**config.mk**
```make
export PLATFORM = sky130hd
export DESIGN_NAME = brdtw_cfg
export DESIGN_NICKNAME = d
export VERILOG_FILES = /design/src/hdl/brdtw_pkg.sv /design/src/hdl/brdtw_cfg.sv
export SDC_FILE = /design/constraint.sdc
export NUM_CORES = 1
export LEC_CHECK = 0
export BUFFER_PORTS_ARGS = -buffer_cell sky130_fd_sc_hd__buf_2
export CORE_MARGIN = 2
export CORE_UTILIZATION = 29
export DETAILED_ROUTE_END_ITERATION = 8
export HOLD_SLACK_MARGIN = 0.06
export PLACE_DENSITY_LB_ADDON = 0.12
export SYNTH_ARGS = -nofsm -noshare
export SYNTH_HDL_FRONTEND = slang
export SYNTH_SLANG_ARGS = --single-unit
```
**constraint.sdc**
```tcl
create_clock -name clk -period 1.75 [get_ports clk]
set_input_delay 0.0875 -clock clk [delete_from_list [all_inputs] [get_ports clk]]
set_output_delay 0.0875 -clock clk [all_outputs]
set_load 0.02 [all_outputs]
```
**src/hdl/brdtw_pkg.sv**
```systemverilog
`default_nettype none
package brdtw_pkg;

	localparam int MAX_LEN     = 1024;
	localparam int MAX_BAND    = 64;
	localparam int MAX_REGION  = 16;
	localparam int SAMPLE_BITS = 16;
	localparam int FRAC_BITS   = 8;

	// register widths
	localparam int SEQ_W    = 11;
	localparam int BAND_W   = 7;
	localparam int REGION_W = 5;
	localparam int RST_SEQ_LENGTH  = 1024;
	localparam int RST_BAND_HALF   = 8;
	localparam int RST_REGION_HALF = 2;

	localparam int PADDR_W = 4;
	localparam int PDATA_W = 32;

	localparam int IDX_W      = 11;
	localparam int LEN_W      = $clog2(MAX_LEN);
	localparam int BAND_SLOTS = 2 * MAX_BAND + 1;
	localparam int OFF_W      = $clog2(BAND_SLOTS);
	localparam int CROW_DEPTH = 2 * BAND_SLOTS;
	localparam int CADDR_W    = $clog2(CROW_DEPTH);
	localparam int DIR_DEPTH  = MAX_LEN * BAND_SLOTS;
	localparam int DIR_AW     = $clog2(DIR_DEPTH);
	localparam int PATH_DEPTH = 2 * MAX_LEN;
	localparam int PATH_AW    = $clog2(PATH_DEPTH);

	localparam int COST_W  = 56;
	localparam int STEPS_W = 11;
	localparam int WSUM_W  = 40;
	localparam int CW_W    = COST_W + STEPS_W;
	localparam int TERMS_W = $clog2(2 * MAX_REGION + 2);

	localparam int DIFF_W = SAMPLE_BITS + 1;
	localparam int PROD_W = 2 * DIFF_W;

	localparam int DVD_W     = WSUM_W + FRAC_BITS;
	localparam int DIV_BITS  = 8;
	localparam int DIV_STEPS = DVD_W / DIV_BITS;
	localparam int DSTEP_W   = $clog2(DIV_STEPS + 1);

	localparam int IN_DATA_W  = 48;
	localparam int OUT_DATA_W = 88;
	localparam int USER_W     = 2;

	localparam logic [COST_W-1:0] COST_MAX = {COST_W{1'b1}};
	localparam logic [WSUM_W-1:0] WSUM_MAX = {WSUM_W{1'b1}};
	localparam logic [COST_W:0]   UNREACH  = {1'b1, {COST_W{1'b0}}};

	typedef enum logic [1:0] {
		OP_LOAD    = 2'd0,
		OP_COMPUTE = 2'd1,
		OP_READ    = 2'd2
	} op_t;

	typedef enum logic [1:0] {
		ST_OK        = 2'd0,
		ST_RANGE     = 2'd1,
		ST_NOT_READY = 2'd2
	} status_t;

	typedef enum logic [1:0] {
		MOVE_VERTICAL   = 2'd0,
		MOVE_HORIZONTAL = 2'd1,
		MOVE_DIAGONAL   = 2'd2
	} dir_t;

	typedef enum logic [1:0] {
		REG_SEQ_LENGTH        = 2'd0,
		REG_BAND_HALF_WIDTH   = 2'd1,
		REG_REGION_HALF_WIDTH = 2'd2
	} reg_idx_t;

	typedef enum logic [3:0] {
		S_IDLE, S_START, S_ROW, S_CELL, S_RDV, S_CAPV, S_SUM, S_DIV_GO,
		S_DIV, S_SEL, S_UPD, S_BT_INIT, S_BT_WR, S_BT_MV, S_FIN, S_READ
	} state_t;

	// clamped settings as used by the datapath
	typedef struct packed {
		logic [LEN_W-1:0]    len_m1;
		logic [BAND_W-1:0]   band;
		logic [REGION_W-1:0] region;
	} cfg_t;

endpackage
`default_nettype wire

```
**src/hdl/brdtw_cfg.sv**
```systemverilog
`default_nettype none
module brdtw_cfg (
	input  wire logic                          clk,
	input  wire logic                          arst_n,
	input  wire logic                          psel,
	input  wire logic                          penable,
	input  wire logic                          pwrite,
	input  wire logic [brdtw_pkg::PADDR_W-1:0] paddr,
	input  wire logic [brdtw_pkg::PDATA_W-1:0] pwdata,
	output logic      [brdtw_pkg::PDATA_W-1:0] prdata,
	output logic                               pready,
	output brdtw_pkg::cfg_t                    cfg
);
	import brdtw_pkg::*;

	logic [SEQ_W-1:0]    seq_q;
	logic [BAND_W-1:0]   band_q;
	logic [REGION_W-1:0] region_q;
	logic [1:0]          reg_idx;
	logic                wr;

	assign reg_idx = paddr[PADDR_W-1:2];
	assign wr      = psel && penable && pwrite;
	assign pready  = 1'b1;

	always_ff @(posedge clk or negedge arst_n) begin
		if (!arst_n) begin
			seq_q    <= SEQ_W'(RST_SEQ_LENGTH);
			band_q   <= BAND_W'(RST_BAND_HALF);
			region_q <= REGION_W'(RST_REGION_HALF);
		end else if (wr) begin
			case (reg_idx)
				REG_SEQ_LENGTH:        seq_q    <= pwdata[SEQ_W-1:0];
				REG_BAND_HALF_WIDTH:   band_q   <= pwdata[BAND_W-1:0];
				REG_REGION_HALF_WIDTH: region_q <= pwdata[REGION_W-1:0];
				default: ;
			endcase
		end
	end

	always_comb begin
		case (reg_idx)
			REG_SEQ_LENGTH:        prdata = PDATA_W'(seq_q);
			REG_BAND_HALF_WIDTH:   prdata = PDATA_W'(band_q);
			REG_REGION_HALF_WIDTH: prdata = PDATA_W'(region_q);
			default:               prdata = '0;
		endcase
	end

	// clamp to the supported ranges
	always_comb begin
		if (seq_q == '0) begin
			cfg.len_m1 = '0;
		end else if (seq_q > SEQ_W'(MAX_LEN)) begin
			cfg.len_m1 = LEN_W'(MAX_LEN - 1);
		end else begin
			cfg.len_m1 = LEN_W'(seq_q - 1'b1);
		end
		cfg.band   = (band_q > BAND_W'(MAX_BAND)) ? BAND_W'(MAX_BAND) : band_q;
		cfg.region = (region_q > REGION_W'(MAX_REGION)) ? REGION_W'(MAX_REGION) : region_q;
	end
endmodule
`default_nettype wire

```
After elaboration in Yosys (flattened, before gate mapping)
Cells that the tools add are included.
Widths: inputs -> output; s select.

storage, ports and cells
  register bits = 23
  input bits = 41
  output and inout bits = 55
  word-level logic and storage cells = 21

operators by class
  eq/ne operators = 2
  $add $sub $neg = 1
  mux-type cells = 5
  order comparisons = 3
  reduce and logical (&&, ||, !) cells = 7

operator list
  kind                   number
  $pmux 11 s3            1
  $mux 10                2
  $gt 11x11->1 const B   1
  $logic_not 11->1       1
  $sub 10x1->10 const B  1
  $gt 7x7->1 const B     1
  $mux 7                 1
  $reduce_and 2->1       3
  $gt 5x5->1 const B     1
  $mux 5                 1
  $eq 2x1->1 const B     1
  $eq 2x2->1 const B     1
  $logic_and 1x1->1      2
  $logic_not 2->1        1

Depth between registers and ports, before layout
Gate-level depths: netlist of the first run.

  depth after elaboration = 3
  gate-level depth with buffers = 5
  mapped depth without buffers = 5

Worst setup path before layout of the first run
Ideal clock, no wire load.

  path type = register -> output
  start = register seq_q[5]
  end = output cfg[21] (netlist bit)
  arrival = 1.603 ns
  slack = 0.060 ns
  stages on the path, launching flop included = 5
  data required time = 1.662 ns
  buffers on the path = 0
  path through = dfrtp_1 > nor4_4 > nor4b_4 > o21ai_1 > a211oi_2

RTL lines
  element                   RTL line         text
  start: declaration        brdtw_cfg.sv:16  logic [SEQ_W-1:0] seq_q;
  start signal: assignment  brdtw_cfg.sv:28  seq_q <= SEQ_W'(RST_SEQ_LENGTH);
  start signal: assignment  brdtw_cfg.sv:33  REG_SEQ_LENGTH: seq_q <= pwdata[SEQ_W-1:0];
  end: declaration          brdtw_cfg.sv:12  output brdtw_pkg::cfg_t cfg

==> metrics.txt, run 1 <==
# TYPE chip_impl_metric gauge
chip_impl_metric{name="ios",unit=""} 96
chip_impl_metric{name="die_height",unit="um"} 78.32
chip_impl_metric{name="final-instance-count-excl-fill",unit=""} 291
chip_impl_metric{name="worst_skew_pair.late_latency",unit="ns"} 0.26
chip_impl_metric{name="ff_latch_area",unit="um^2"} 579.3
chip_impl_metric{name="floorplan.initialDensity",unit="%"} 29.63
chip_impl_info{name="critical-path-top-delay-family",value="simple AND/OR/NAND/NOR gates"} 1
chip_impl_info{name="regToRegStartpoint",value="seq_q[3]"} 1
chip_impl_metric{name="detailedRoute.firstIterationViolations",unit=""} 29
chip_impl_metric{name="yosys_register_bits",unit=""} 23
chip_impl_metric{name="place_worst_setup_slack",unit="ns"} -0.05303
chip_impl_metric{name="grt-ovfl-total",unit=""} 0
chip_impl_info{name="run_status",value="finished, violations left"} 1
chip_impl_metric{name="grt_pass1_vias",unit=""} 1199
chip_impl_metric{name="route.detailed.wl_per_inst",unit="um"} 12.68
chip_impl_metric{name="grt_pass1_wl",unit="um"} 6113
chip_impl_metric{name="holdWs",unit="ns"} 0.08249
chip_impl_metric{name="power.switching",unit="W"} 0.0009627
chip_impl_metric{name="synth_edf_count",unit=""} 0
chip_impl_metric{name="post_synth_instance_area",unit="um^2"} 1602
chip_impl_metric{name="power.share.combinational",unit="%"} 50.5
chip_impl_metric{name="power.ir.vdd_worst",unit="uV"} 394.9
chip_impl_metric{name="hpwl_after_dpl",unit="um"} 2980
chip_impl_metric{name="die_area",unit="um^2"} 6133
chip_impl_info{name="cts-root-buf",value="sky130_fd_sc_hd__clkbuf_8"} 1
chip_impl_metric{name="route.final.wire_length",unit="um"} 3691
chip_impl_info{name="worst_setup_path_startpoint",value="seq_q[5]"} 1
chip_impl_metric{name="worst_setup_hold_path_clk_slew",unit="ns"} 0.08
chip_impl_metric{name="gp_congestion",unit=""} 0.7580
chip_impl_metric{name="die_w",unit="um"} 78.32
chip_impl_metric{name="placed_cells",unit=""} 277
chip_impl_info{name="cp-end-kind",value="output pin"} 1
chip_impl_metric{name="crit_buf_inv",unit=""} 1
chip_impl_metric{name="n_fill_cell",unit=""} 549
chip_impl_info{name="tritoncts",value="done"} 1
chip_impl_metric{name="clkPwrFrac",unit="%"} 14.2
chip_impl_metric{name="syn_to_final_growth",unit="%"} 29.92
chip_impl_metric{name="final-hold-violation-count",unit=""} 0
chip_impl_metric{name="power_per_cell_area",unit="nW/um^2"} 1111
chip_impl_info{name="setup.worst_path.start_class",value="flop"} 1
chip_impl_metric{name="multiInputGateArea",unit="um^2"} 914.6
chip_impl_metric{name="power.switching_fraction",unit="%"} 41.63
chip_impl_metric{name="grt_usage",unit="%"} 12.44
chip_impl_metric{name="htree_num_levels",unit=""} 1
chip_impl_metric{name="numPortBuffers",unit=""} 50
chip_impl_metric{name="post-route-worst-setup-slack",unit="ns"} -0.2857
chip_impl_metric{name="worst-path-max-fanout",unit=""} 5
chip_impl_metric{name="vias_per_cell",unit=""} 4.354
chip_impl_metric{name="cts_inserted_buffers",unit=""} 3
chip_impl_metric{name="synthesis.yosys.warnings",unit=""} 0
chip_impl_metric{name="grt_max_degree",unit=""} 24
chip_impl_metric{name="finished_layout_cell_area",unit="um^2"} 2081
chip_impl_metric{name="design.core.area",unit="um^2"} 5405
chip_impl_metric{name="critical-path-max-stage-delay",unit="ns"} 0.49
chip_impl_info{name="rsz0062_at_grt",value="yes"} 1
chip_impl_metric{name="post_synthesis_instance_total",unit=""} 151
chip_impl_metric{name="route.detailed.drc",unit=""} 0
chip_impl_metric{name="final_antenna_net_count",unit=""} 0
chip_impl_metric{name="max_buffers_root_to_sink",unit=""} 2
chip_impl_metric{name="synth.yosys.seq_area_share",unit="%"} 36.17
chip_impl_metric{name="clock.fmax",unit="GHz"} 0.4912
chip_impl_info{name="critical_path.cell_chain",value="nor4_4, nand3b_4, or4b_1, nand3b_1, buf_6"} 1
chip_impl_info{name="mostFrequentLayoutCell",value="sky130_fd_sc_hd__buf_2"} 1
chip_impl_info{name="synth_ff_type",value="sky130_fd_sc_hd__dfrtp_1"} 1
chip_impl_metric{name="antenna_found_initial",unit=""} 0
chip_impl_metric{name="timing_max_transition_violations_final",unit=""} 0
chip_impl_metric{name="fin_crit_sh",unit="%"} 116.3
chip_impl_metric{name="drt_first_pass_iters",unit=""} 4
chip_impl_info{name="most_frequent_cells_in_the_layout",value="45 x sky130_fd_sc_hd__buf_2, 22 x sky130_fd_sc_hd__conb_1, 20 x sky130_fd_sc_hd__dfrtp_1"} 1
chip_impl_metric{name="post_synth.cell_area_avg",unit="um^2"} 10.61
chip_impl_metric{name="clkSinkCount",unit=""} 23
chip_impl_metric{name="leakagePower",unit="nW"} 1.011
chip_impl_metric{name="post_synth_num_cell_types",unit=""} 34
chip_impl_metric{name="critical_path_arrival",unit="ns"} 1.95
chip_impl_metric{name="worst-endpoint-required",unit="ns"} 1.66
chip_impl_metric{name="post-route-min-period",unit="ns"} 2.036
chip_impl_metric{name="final_layout_size_suffix_gt1_share",unit="%"} 46.58
chip_impl_info{name="violations_in_the_final_reports",value="setup timing"} 1
chip_impl_metric{name="sequentialPowerShare",unit="%"} 35.3
chip_impl_metric{name="intPower",unit="W"} 0.001350
chip_impl_info{name="critical_path_class",value="reg2out"} 1
chip_impl_metric{name="slew_headroom",unit="%"} 64.88
chip_impl_metric{name="insertedDiodeCount",unit=""} 0
chip_impl_metric{name="final-setup-viol-count",unit=""} 10
chip_impl_metric{name="worst_pin_slew",unit="ns"} 0.5268
chip_impl_info{name="worstHoldPathType",value="in2reg"} 1
chip_impl_metric{name="async_reset_ff_share",unit="%"} 100.0
chip_impl_metric{name="rows",unit=""} 27
chip_impl_metric{name="placement.cell_area",unit="um^2"} 1913
chip_impl_metric{name="finish.net_count",unit=""} 262
chip_impl_info{name="hold_path_startpoint",value="pwdata[5]"} 1
chip_impl_metric{name="detailroute.via_count",unit=""} 1267
chip_impl_info{name="worst_path_cell_with_the_longest_stage_delay",value="sky130_fd_sc_hd__or4b_1"} 1
chip_impl_metric{name="timing.setup.tns",unit="ns"} -2.103
chip_impl_metric{name="cap_viol_max_count",unit=""} 0
chip_impl_metric{name="worst_case_clock_skew",unit="ns"} 0
[cells in the mapped netlist, types with 4 or more instances]
library cell              count  area, um^2
sky130_fd_sc_hd__and2_1       4       25.02
sky130_fd_sc_hd__buf_4       22       165.2
sky130_fd_sc_hd__dfrtp_1     20       500.5
sky130_fd_sc_hd__mux2_1       4       45.04
sky130_fd_sc_hd__mux2_2      19       214.0
sky130_fd_sc_hd__mux2i_1      7       70.07
sky130_fd_sc_hd__nand2_1      7       26.28
sky130_fd_sc_hd__nor2_1       6       22.52
sky130_fd_sc_hd__nor2b_1     11       68.82
sky130_fd_sc_hd__o21ai_0      6       30.03
sky130_fd_sc_hd__o21ai_1      6       30.03
[kinds of logic (layout without fill, tap and decap cells)]
family / Yosys count / count (layout) / synth area share (%)
AO/OA/AOI/OAI: 18 / 18 / 7.266
XOR/XNOR: 6 / 6 / 3.282
adder cells (fa/ha/maj): 1 / 1 / 0.7811
buffers and inverters: 29 / 77 / 12.11
flip-flops: 23 / 23 / 36.17
multiplexers: 30 / 30 / 20.55
other: 2 / 22 / 0.4689
AND/OR/NAND/NOR: 42 / 42 / 19.37
[final timing paths]
check / end / slack [ns] / depth (start not counted)
min in group asynchronous: region_q[3] / 0.33 / 2
setup reg to reg: seq_q[3] / 0.77 / 2
hold reg to reg: band_q[0] / 0.54 / 1
setup / recovery: cfg[20] / -0.29 / 5
max in group asynchronous: seq_q[10] / 1.06 / 2
hold / removal: band_q[5] / 0.08 / 2
[cell type report]
| type | count | area share, % |
|---|---|---|
| Clock buffer | 3 | 1.984 |
| Inverter | 2 | 0.3608 |
| Clock inverter | 1 | 0.2405 |
| Tap cell | 72 | 4.330 |
| Multi-Input combinational cell | 119 | 43.96 |
| Sequential cell | 23 | 27.84 |
| Timing Repair Buffer | 71 | 21.29 |
[power groups by stage]
stage | Sequential, W | Combinational [W] | Clock (W)
after floorplan | 0.000814 | 0.000758 | 0
after global placement | 0.000825 | 0.00108 | 0
after detailed placement | 0.000831 | 0.00110 | 0
after CTS | 0.000820 | 0.00117 | 0.000348
after global routing | 0.000841 | 0.00126 | 0.000374
final | 0.000817 | 0.00117 | 0.000328
[flip-flops by register name (all words and copies together) (netlist names)]
name      cells
band_q        7
region_q      5
seq_q        11
[layer usage]
| metal | wire length, um | track usage, % | up-vias |
|---|---|---|---|
| met4 | 9 | 3.684 | 0 |
| met3 | 216 | 2.069 | 2 |
| li1 | - | - | 617 |
| met1 | 1715 | 17.41 | 600 |
| met2 | 1749 | 19.74 | 48 |
| met5 | 0 | 0 | - |
[timing repair]
action	in CTS	in global routing
hold buffers	6	0
pin swaps	5	1
endpoints found under the hold margin	25	0
endpoints found under the setup margin	10	10
gates resized for setup	8	1
buffers inserted	3	1
[per-stage QoR]
stage / power [W] / util [%]
CTS: 0.002334 / 38.29
finish: 0.002313 / 38.50
global route: 0.002478 / 38.50
detailed placement: 0.001926 / 35.39
global placement: 0.001907 / 35.39
floorplan: 0.001572 / -
Note: power is estimated with default switching activity, not from simulation.
==> run 2, diff against run 1 <==
--- a/config.mk
+++ b/config.mk
@@ -11,6 +11,7 @@
 export DETAILED_ROUTE_END_ITERATION = 8
 export HOLD_SLACK_MARGIN = 0.06
 export PLACE_DENSITY_LB_ADDON = 0.12
+export SKIP_LAST_GASP = 1
 export SYNTH_ARGS = -nofsm -noshare
 export SYNTH_HDL_FRONTEND = slang
 export SYNTH_SLANG_ARGS = --single-unit
==> run 2 against run 1 <==
  * The flow still finishes with violations (setup timing)
  * Via count hardly changed
  * First-iteration DRC count stayed put
  * Largest cell class unchanged
  * Maximum frequency stayed put
  * Critical path type unchanged
  * Count of clock-buffer cells in the layout stayed put
  * Clock power hardly changed
  * Register-to-register slack hardly changed
  * Die area stayed put
  * Final area is 0.18% lower
  * Final cell count stayed put
  * Flip-flop and latch count stayed put
==> metrics.txt, run 2 (synthesis gave the netlist of run 1 again) <==
# TYPE chip_impl_metric gauge
chip_impl_info{name="run_status",value="finished, violations left"} 1
chip_impl_info{name="violations_in_the_final_reports",value="setup timing"} 1
chip_impl_metric{name="post-route-min-period",unit="ns"} 2.036
chip_impl_metric{name="worst-endpoint-required",unit="ns"} 1.66
chip_impl_metric{name="ios",unit=""} 96
chip_impl_metric{name="crit_buf_inv",unit=""} 1
chip_impl_info{name="worstHoldPathType",value="in2reg"} 1
chip_impl_metric{name="clock.fmax",unit="GHz"} 0.4912
chip_impl_metric{name="route.final.wire_length",unit="um"} 3680
chip_impl_metric{name="hpwl_after_dpl",unit="um"} 2980
chip_impl_metric{name="rows",unit=""} 27
chip_impl_metric{name="gp_congestion",unit=""} 0.7580
chip_impl_info{name="critical_path.cell_chain",value="nor4_4, nand3b_4, or4b_1, nand3b_1, buf_6"} 1
chip_impl_metric{name="final_layout_size_suffix_gt1_share",unit="%"} 46.58
chip_impl_info{name="cp-end-kind",value="output pin"} 1
chip_impl_metric{name="syn_to_final_growth",unit="%"} 29.69
chip_impl_metric{name="final_antenna_net_count",unit=""} 0
chip_impl_metric{name="max_buffers_root_to_sink",unit=""} 2
chip_impl_metric{name="detailroute.via_count",unit=""} 1266
chip_impl_info{name="worst_path_cell_with_the_longest_stage_delay",value="sky130_fd_sc_hd__or4b_1"} 1
chip_impl_metric{name="fin_crit_sh",unit="%"} 116.3
chip_impl_metric{name="die_w",unit="um"} 78.32
chip_impl_info{name="hold_path_startpoint",value="pwdata[5]"} 1
chip_impl_metric{name="grt_pass1_wl",unit="um"} 6113
chip_impl_metric{name="critical_path_arrival",unit="ns"} 1.95
chip_impl_metric{name="finished_layout_cell_area",unit="um^2"} 2077
chip_impl_metric{name="finish.net_count",unit=""} 262
chip_impl_metric{name="worst_pin_slew",unit="ns"} 0.5268
chip_impl_metric{name="grt_usage",unit="%"} 12.44
chip_impl_info{name="mostFrequentLayoutCell",value="sky130_fd_sc_hd__buf_2"} 1
chip_impl_info{name="cts-root-buf",value="sky130_fd_sc_hd__clkbuf_8"} 1
chip_impl_info{name="critical_path_class",value="reg2out"} 1
chip_impl_info{name="critical-path-top-delay-family",value="simple AND/OR/NAND/NOR gates"} 1
chip_impl_metric{name="route.detailed.wl_per_inst",unit="um"} 12.65
chip_impl_metric{name="n_fill_cell",unit=""} 546
chip_impl_info{name="worst_setup_path_startpoint",value="seq_q[5]"} 1
chip_impl_metric{name="design.core.area",unit="um^2"} 5405
chip_impl_metric{name="placement.cell_area",unit="um^2"} 1913
chip_impl_metric{name="grt_pass1_vias",unit=""} 1199
chip_impl_metric{name="report.power.total",unit="W"} 0.002303
chip_impl_metric{name="die_height",unit="um"} 78.32
chip_impl_metric{name="floorplan.initialDensity",unit="%"} 29.63
chip_impl_metric{name="worst_skew_pair.late_latency",unit="ns"} 0.26
chip_impl_metric{name="drt_first_pass_iters",unit=""} 4
chip_impl_info{name="rsz0062_at_grt",value="yes"} 1
chip_impl_metric{name="placed_cells",unit=""} 277
chip_impl_info{name="reg.largest.list",value="seq_q (11), band_q (7), region_q (5)"} 1
chip_impl_metric{name="vias_per_cell",unit=""} 4.351
chip_impl_metric{name="die_area",unit="um^2"} 6133
chip_impl_metric{name="critical-path-max-stage-delay",unit="ns"} 0.49
chip_impl_info{name="most_frequent_cells_in_the_layout",value="45 x sky130_fd_sc_hd__buf_2, 22 x sky130_fd_sc_hd__conb_1, 20 x sky130_fd_sc_hd__dfrtp_1"} 1
chip_impl_metric{name="worst-path-max-fanout",unit=""} 5
chip_impl_metric{name="timing_max_transition_violations_final",unit=""} 0
chip_impl_metric{name="worst_setup_hold_path_clk_slew",unit="ns"} 0.08
chip_impl_metric{name="clkSinkCount",unit=""} 23
chip_impl_metric{name="numPortBuffers",unit=""} 50
chip_impl_metric{name="antenna_found_initial",unit=""} 0
chip_impl_metric{name="worst_case_clock_skew",unit="ns"} 0
chip_impl_metric{name="final-hold-violation-count",unit=""} 0
chip_impl_metric{name="grt_max_degree",unit=""} 24
chip_impl_metric{name="htree_num_levels",unit=""} 1
chip_impl_metric{name="grt-ovfl-total",unit=""} 0
chip_impl_metric{name="cap_viol_max_count",unit=""} 0
chip_impl_metric{name="cts_inserted_buffers",unit=""} 3
chip_impl_metric{name="power.ir.vdd_worst",unit="uV"} 394.9
chip_impl_metric{name="final-setup-viol-count",unit=""} 10
chip_impl_metric{name="leakagePower",unit="nW"} 1.010
chip_impl_metric{name="post-route-worst-setup-slack",unit="ns"} -0.2857
chip_impl_metric{name="largest_register_ffs",unit=""} 11
chip_impl_metric{name="slew_headroom",unit="%"} 64.88
chip_impl_info{name="registers.top_by_ff_count",value="seq_q"} 1
chip_impl_metric{name="power_per_cell_area",unit="nW/um^2"} 1109
chip_impl_metric{name="insertedDiodeCount",unit=""} 0
chip_impl_metric{name="route.detailed.drc",unit=""} 0
chip_impl_metric{name="detailedRoute.firstIterationViolations",unit=""} 29
chip_impl_info{name="setup.worst_path.start_class",value="flop"} 1
chip_impl_info{name="regToRegStartpoint",value="seq_q[3]"} 1
chip_impl_metric{name="timing.setup.tns",unit="ns"} -2.104
chip_impl_info{name="tritoncts",value="done"} 1
chip_impl_metric{name="final-instance-count-excl-fill",unit=""} 291
run 2: per-layer routing:
layer / track usage (%) / vias to the layer above / part of all wire [%]
met4: 3.684 / 0 / 0.24
met3: 2.069 / 2 / 5.7
met2: 19.74 / 48 / 47
met1: 17.41 / 599 / 47
met5: 0 / - / 0
li1: - / 617 / -
run 2: repair_timing:
action | in CTS | in global routing
hold buffers | 6 | 0
setup buffers | 3 | 1
resized for setup | 8 | 0
pin swaps | 5 | 1
endpoints found under the hold margin | 25 | 0
setup endpoints to repair | 10 | 10
run 2: final timing paths:
check / slack (ns) / to / cells past startpoint
min in group asynchronous: 0.33 / region_q[3] / 2
worst min-delay path: 0.08 / band_q[5] / 2
max in group asynchronous: 1.06 / seq_q[10] / 2
worst min register to register: 0.54 / band_q[0] / 1
worst max-delay path: -0.29 / cfg[20] / 5
worst max register to register: 0.77 / seq_q[3] / 2
run 2: cell type report:
class | count | area (um^2) | area share [%]
Clock inverter | 1 | 5.005 | 0.2410
Timing Repair Buffer | 71 | 439.2 | 21.14
Tap cell | 72 | 90.09 | 4.337
Inverter | 2 | 7.507 | 0.3614
Sequential cell | 23 | 579.3 | 27.89
Multi-Input combinational cell | 119 | 914.6 | 44.04
Clock buffer | 3 | 41.29 | 1.988
run 2: report_power, final:
part           internal (W)  switching, W
Sequential         0.000667      0.000150
Combinational      0.000518      0.000640
Clock              0.000159      0.000169
Total               0.00134      0.000959
run 2: stage by stage:
step	util, %	hold slack, ns	setup WS (ns)
after global placement	35.39	0.09221	-0.02493
final	38.43	0.08249	-0.2857
after global routing	38.43	0.07411	-0.4109
after floorplan	-	-0.2081	0.05980
after CTS	38.29	0.07437	-0.3074
after detailed placement	35.39	0.1011	-0.05303
==> run 3, diff against run 2 <==
--- a/config.mk
+++ b/config.mk
@@ -6,6 +6,7 @@
 export NUM_CORES = 1
 export LEC_CHECK = 0
 export BUFFER_PORTS_ARGS = -buffer_cell sky130_fd_sc_hd__buf_2
+export CORE_ASPECT_RATIO = 0.9
 export CORE_MARGIN = 2
 export CORE_UTILIZATION = 29
 export DETAILED_ROUTE_END_ITERATION = 8
==> run 3 against run 2 <==
  * Critical endpoint unchanged
  * Worst hold slack worse by 0.013 ns
  * Largest cell class unchanged
  * Register-to-register slack about the same
  * Highest routed layer unchanged
  * Combinational power rose by 4%
  * The run still ends with setup timing left
==> metrics.txt, run 3 (synthesis gave the netlist of run 1 again) <==
# TYPE chip_impl_metric gauge
chip_impl_info{name="tritoncts",value="done"} 1
chip_impl_metric{name="gp_congestion",unit=""} 0.6985
chip_impl_metric{name="worst_case_clock_skew",unit="ns"} 0
chip_impl_metric{name="numPortBuffers",unit=""} 50
chip_impl_metric{name="hpwl_after_dpl",unit="um"} 2831
chip_impl_metric{name="grt_max_degree",unit=""} 24
chip_impl_info{name="most_frequent_cells_in_the_layout",value="42 x sky130_fd_sc_hd__buf_2, 22 x sky130_fd_sc_hd__conb_1, 20 x sky130_fd_sc_hd__dfrtp_1"} 1
chip_impl_metric{name="final-setup-viol-count",unit=""} 10
chip_impl_metric{name="timing_max_transition_violations_final",unit=""} 0
chip_impl_metric{name="grt-ovfl-total",unit=""} 0
chip_impl_metric{name="critical_path_arrival",unit="ns"} 1.94
chip_impl_metric{name="die_w",unit="um"} 82.34
chip_impl_metric{name="detailroute.via_count",unit=""} 1246
chip_impl_metric{name="rows",unit=""} 25
chip_impl_metric{name="floorplan.initialDensity",unit="%"} 30.30
chip_impl_metric{name="leakagePower",unit="nW"} 1.003
chip_impl_info{name="reg.largest.list",value="seq_q (11), band_q (7), region_q (5)"} 1
chip_impl_metric{name="htree_num_levels",unit=""} 1
chip_impl_metric{name="final-instance-count-excl-fill",unit=""} 282
chip_impl_metric{name="placed_cells",unit=""} 270
chip_impl_metric{name="clock.fmax",unit="GHz"} 0.4927
chip_impl_metric{name="max_buffers_root_to_sink",unit=""} 2
chip_impl_metric{name="grt_pass1_vias",unit=""} 1078
chip_impl_metric{name="syn_to_final_growth",unit="%"} 30.70
chip_impl_info{name="critical_path_class",value="reg2out"} 1
chip_impl_info{name="setup.worst_path.start_class",value="flop"} 1
chip_impl_metric{name="critical-path-max-stage-delay",unit="ns"} 0.48
chip_impl_metric{name="multiInputGateArea",unit="um^2"} 937.1
chip_impl_metric{name="finish.net_count",unit=""} 258
chip_impl_metric{name="power.ir.vdd_worst",unit="uV"} 392.9
chip_impl_metric{name="cap_viol_max_count",unit=""} 0
chip_impl_info{name="rsz0062_at_grt",value="yes"} 1
chip_impl_info{name="worst_path_cell_with_the_longest_stage_delay",value="sky130_fd_sc_hd__or4b_1"} 1
chip_impl_info{name="cp-end-kind",value="output pin"} 1
chip_impl_info{name="violations_in_the_final_reports",value="setup timing"} 1
chip_impl_metric{name="ios",unit=""} 96
chip_impl_metric{name="cts_inserted_buffers",unit=""} 3
chip_impl_metric{name="final_layout_size_suffix_gt1_share",unit="%"} 47.44
chip_impl_info{name="cts-root-buf",value="sky130_fd_sc_hd__clkbuf_8"} 1
chip_impl_metric{name="crit_buf_inv",unit=""} 1
chip_impl_info{name="worstHoldPathType",value="in2reg"} 1
chip_impl_metric{name="worst-path-max-fanout",unit=""} 5
chip_impl_metric{name="design.core.area",unit="um^2"} 5286
chip_impl_metric{name="final-hold-violation-count",unit=""} 0
chip_impl_metric{name="ff_latch_area",unit="um^2"} 579.3
chip_impl_metric{name="drt_first_pass_iters",unit=""} 4
chip_impl_metric{name="n_fill_cell",unit=""} 541
chip_impl_metric{name="largest_register_ffs",unit=""} 11
chip_impl_metric{name="vias_per_cell",unit=""} 4.418
chip_impl_info{name="mostFrequentLayoutCell",value="sky130_fd_sc_hd__buf_2"} 1
chip_impl_metric{name="worst_pin_slew",unit="ns"} 0.5197
chip_impl_metric{name="die_area",unit="um^2"} 6134
chip_impl_info{name="critical_path.cell_chain",value="nor4_4, nand3b_4, or4b_1, nand3b_1, buf_6"} 1
chip_impl_metric{name="timing.setup.tns",unit="ns"} -2.046
chip_impl_metric{name="fin_crit_sh",unit="%"} 116.0
chip_impl_info{name="run_status",value="finished, violations left"} 1
chip_impl_metric{name="final_core_utilization",unit="%"} 39.60
chip_impl_metric{name="post-route-worst-setup-slack",unit="ns"} -0.2798
chip_impl_metric{name="route.detailed.wl_per_inst",unit="um"} 12.48
chip_impl_metric{name="grt_usage",unit="%"} 11.44
chip_impl_info{name="registers.top_by_ff_count",value="seq_q"} 1
chip_impl_metric{name="worst_setup_hold_path_clk_slew",unit="ns"} 0.07
chip_impl_metric{name="worst-endpoint-required",unit="ns"} 1.66
chip_impl_info{name="critical-path-top-delay-family",value="simple AND/OR/NAND/NOR gates"} 1
chip_impl_metric{name="slew_headroom",unit="%"} 65.35
chip_impl_metric{name="grt_pass1_wl",unit="um"} 5319
chip_impl_metric{name="post-route-min-period",unit="ns"} 2.030
chip_impl_metric{name="power_per_cell_area",unit="nW/um^2"} 1129
chip_impl_metric{name="route.final.wire_length",unit="um"} 3519
chip_impl_metric{name="antenna_found_initial",unit=""} 0
chip_impl_metric{name="detailedRoute.firstIterationViolations",unit=""} 34
chip_impl_metric{name="route.detailed.drc",unit=""} 0
chip_impl_metric{name="final_antenna_net_count",unit=""} 0
chip_impl_metric{name="die_height",unit="um"} 74.50
chip_impl_metric{name="clkSinkCount",unit=""} 23
chip_impl_metric{name="worst_skew_pair.late_latency",unit="ns"} 0.25
chip_impl_metric{name="insertedDiodeCount",unit=""} 0
## run 3: cell types whose count changed in the layout (fill, tap and decap cells not counted)
cell / delta
sky130_fd_sc_hd__clkbuf_1: +1
sky130_fd_sc_hd__a21oi_4: +1
sky130_fd_sc_hd__o21ai_2: +2
sky130_fd_sc_hd__clkinv_2: -1
sky130_fd_sc_hd__o21ai_1: -2
sky130_fd_sc_hd__a21oi_1: -2
sky130_fd_sc_hd__buf_4: -7
sky130_fd_sc_hd__buf_2: -3
sky130_fd_sc_hd__a21oi_2: +1
sky130_fd_sc_hd__dlygate4sd3_1: -1
sky130_fd_sc_hd__buf_6: +7
## run 3: path summary, 6_finish.rpt
kind / from / to / cells after the start / slack (ns)
max: seq_q[5] / cfg[20] / 5 / -0.28
min: pwdata[6] / seq_q[6] / 2 / 0.07
max reg2reg: seq_q[3] / seq_q[3] / 2 / 0.78
min reg2reg: band_q[1] / band_q[1] / 1 / 0.53
max in group asynchronous: arst_n / seq_q[10] / 2 / 1.06
min in group asynchronous: arst_n / region_q[4] / 2 / 0.32
## run 3: layout make-up
class	count	share of cell area, %
multi-input cells	119	44.77
flip-flops and latches	23	27.67
clock buffers	4	2.152
well taps	67	4.005
repair buffers	67	21.04
inverters	2	0.3586
## run 3: per-layer routing
| layer | vias to the layer above | track usage [%] | wire length, um |
|---|---|---|---|
| li1 | 606 | - | - |
| met1 | 600 | 16.87 | 1622 |
| met2 | 38 | 17.11 | 1693 |
| met3 | 2 | 1.942 | 176 |
| met4 | 0 | 3.333 | 27 |
| met5 | - | 0 | 0 |
## run 3: stage by stage
stage | setup slack (ns) | instance area [um^2] | hold WS, ns | total power [W]
after detailed placement | -0.02127 | 1892 | 0.09708 | 0.001910
after global placement | 0.002304 | 1892 | 0.09115 | 0.001893
after global routing | -0.4316 | 2093 | 0.06596 | 0.002544
final | -0.2798 | 2093 | 0.06987 | 0.002364
after floorplan | 0.05980 | 1677 | -0.2081 | 0.001572
after CTS | -0.3054 | 1999 | 0.06440 | 0.002282
## run 3: power breakdown
group	switching [W]	internal [W]
combinational	0.000644	0.000566
clock	0.000163	0.000162
sequential	0.000162	0.000667
total	0.000969	0.00140
## run 3: what timing repair did
action | 4_1_cts | 5_1_grt
gates resized for setup | 5 | 18
endpoints found under the hold margin | 23 | 1
setup endpoints to repair | 10 | 10
buffers inserted | 1 | 2
pin swaps | 4 | 4
hold buffers | 4 | 1
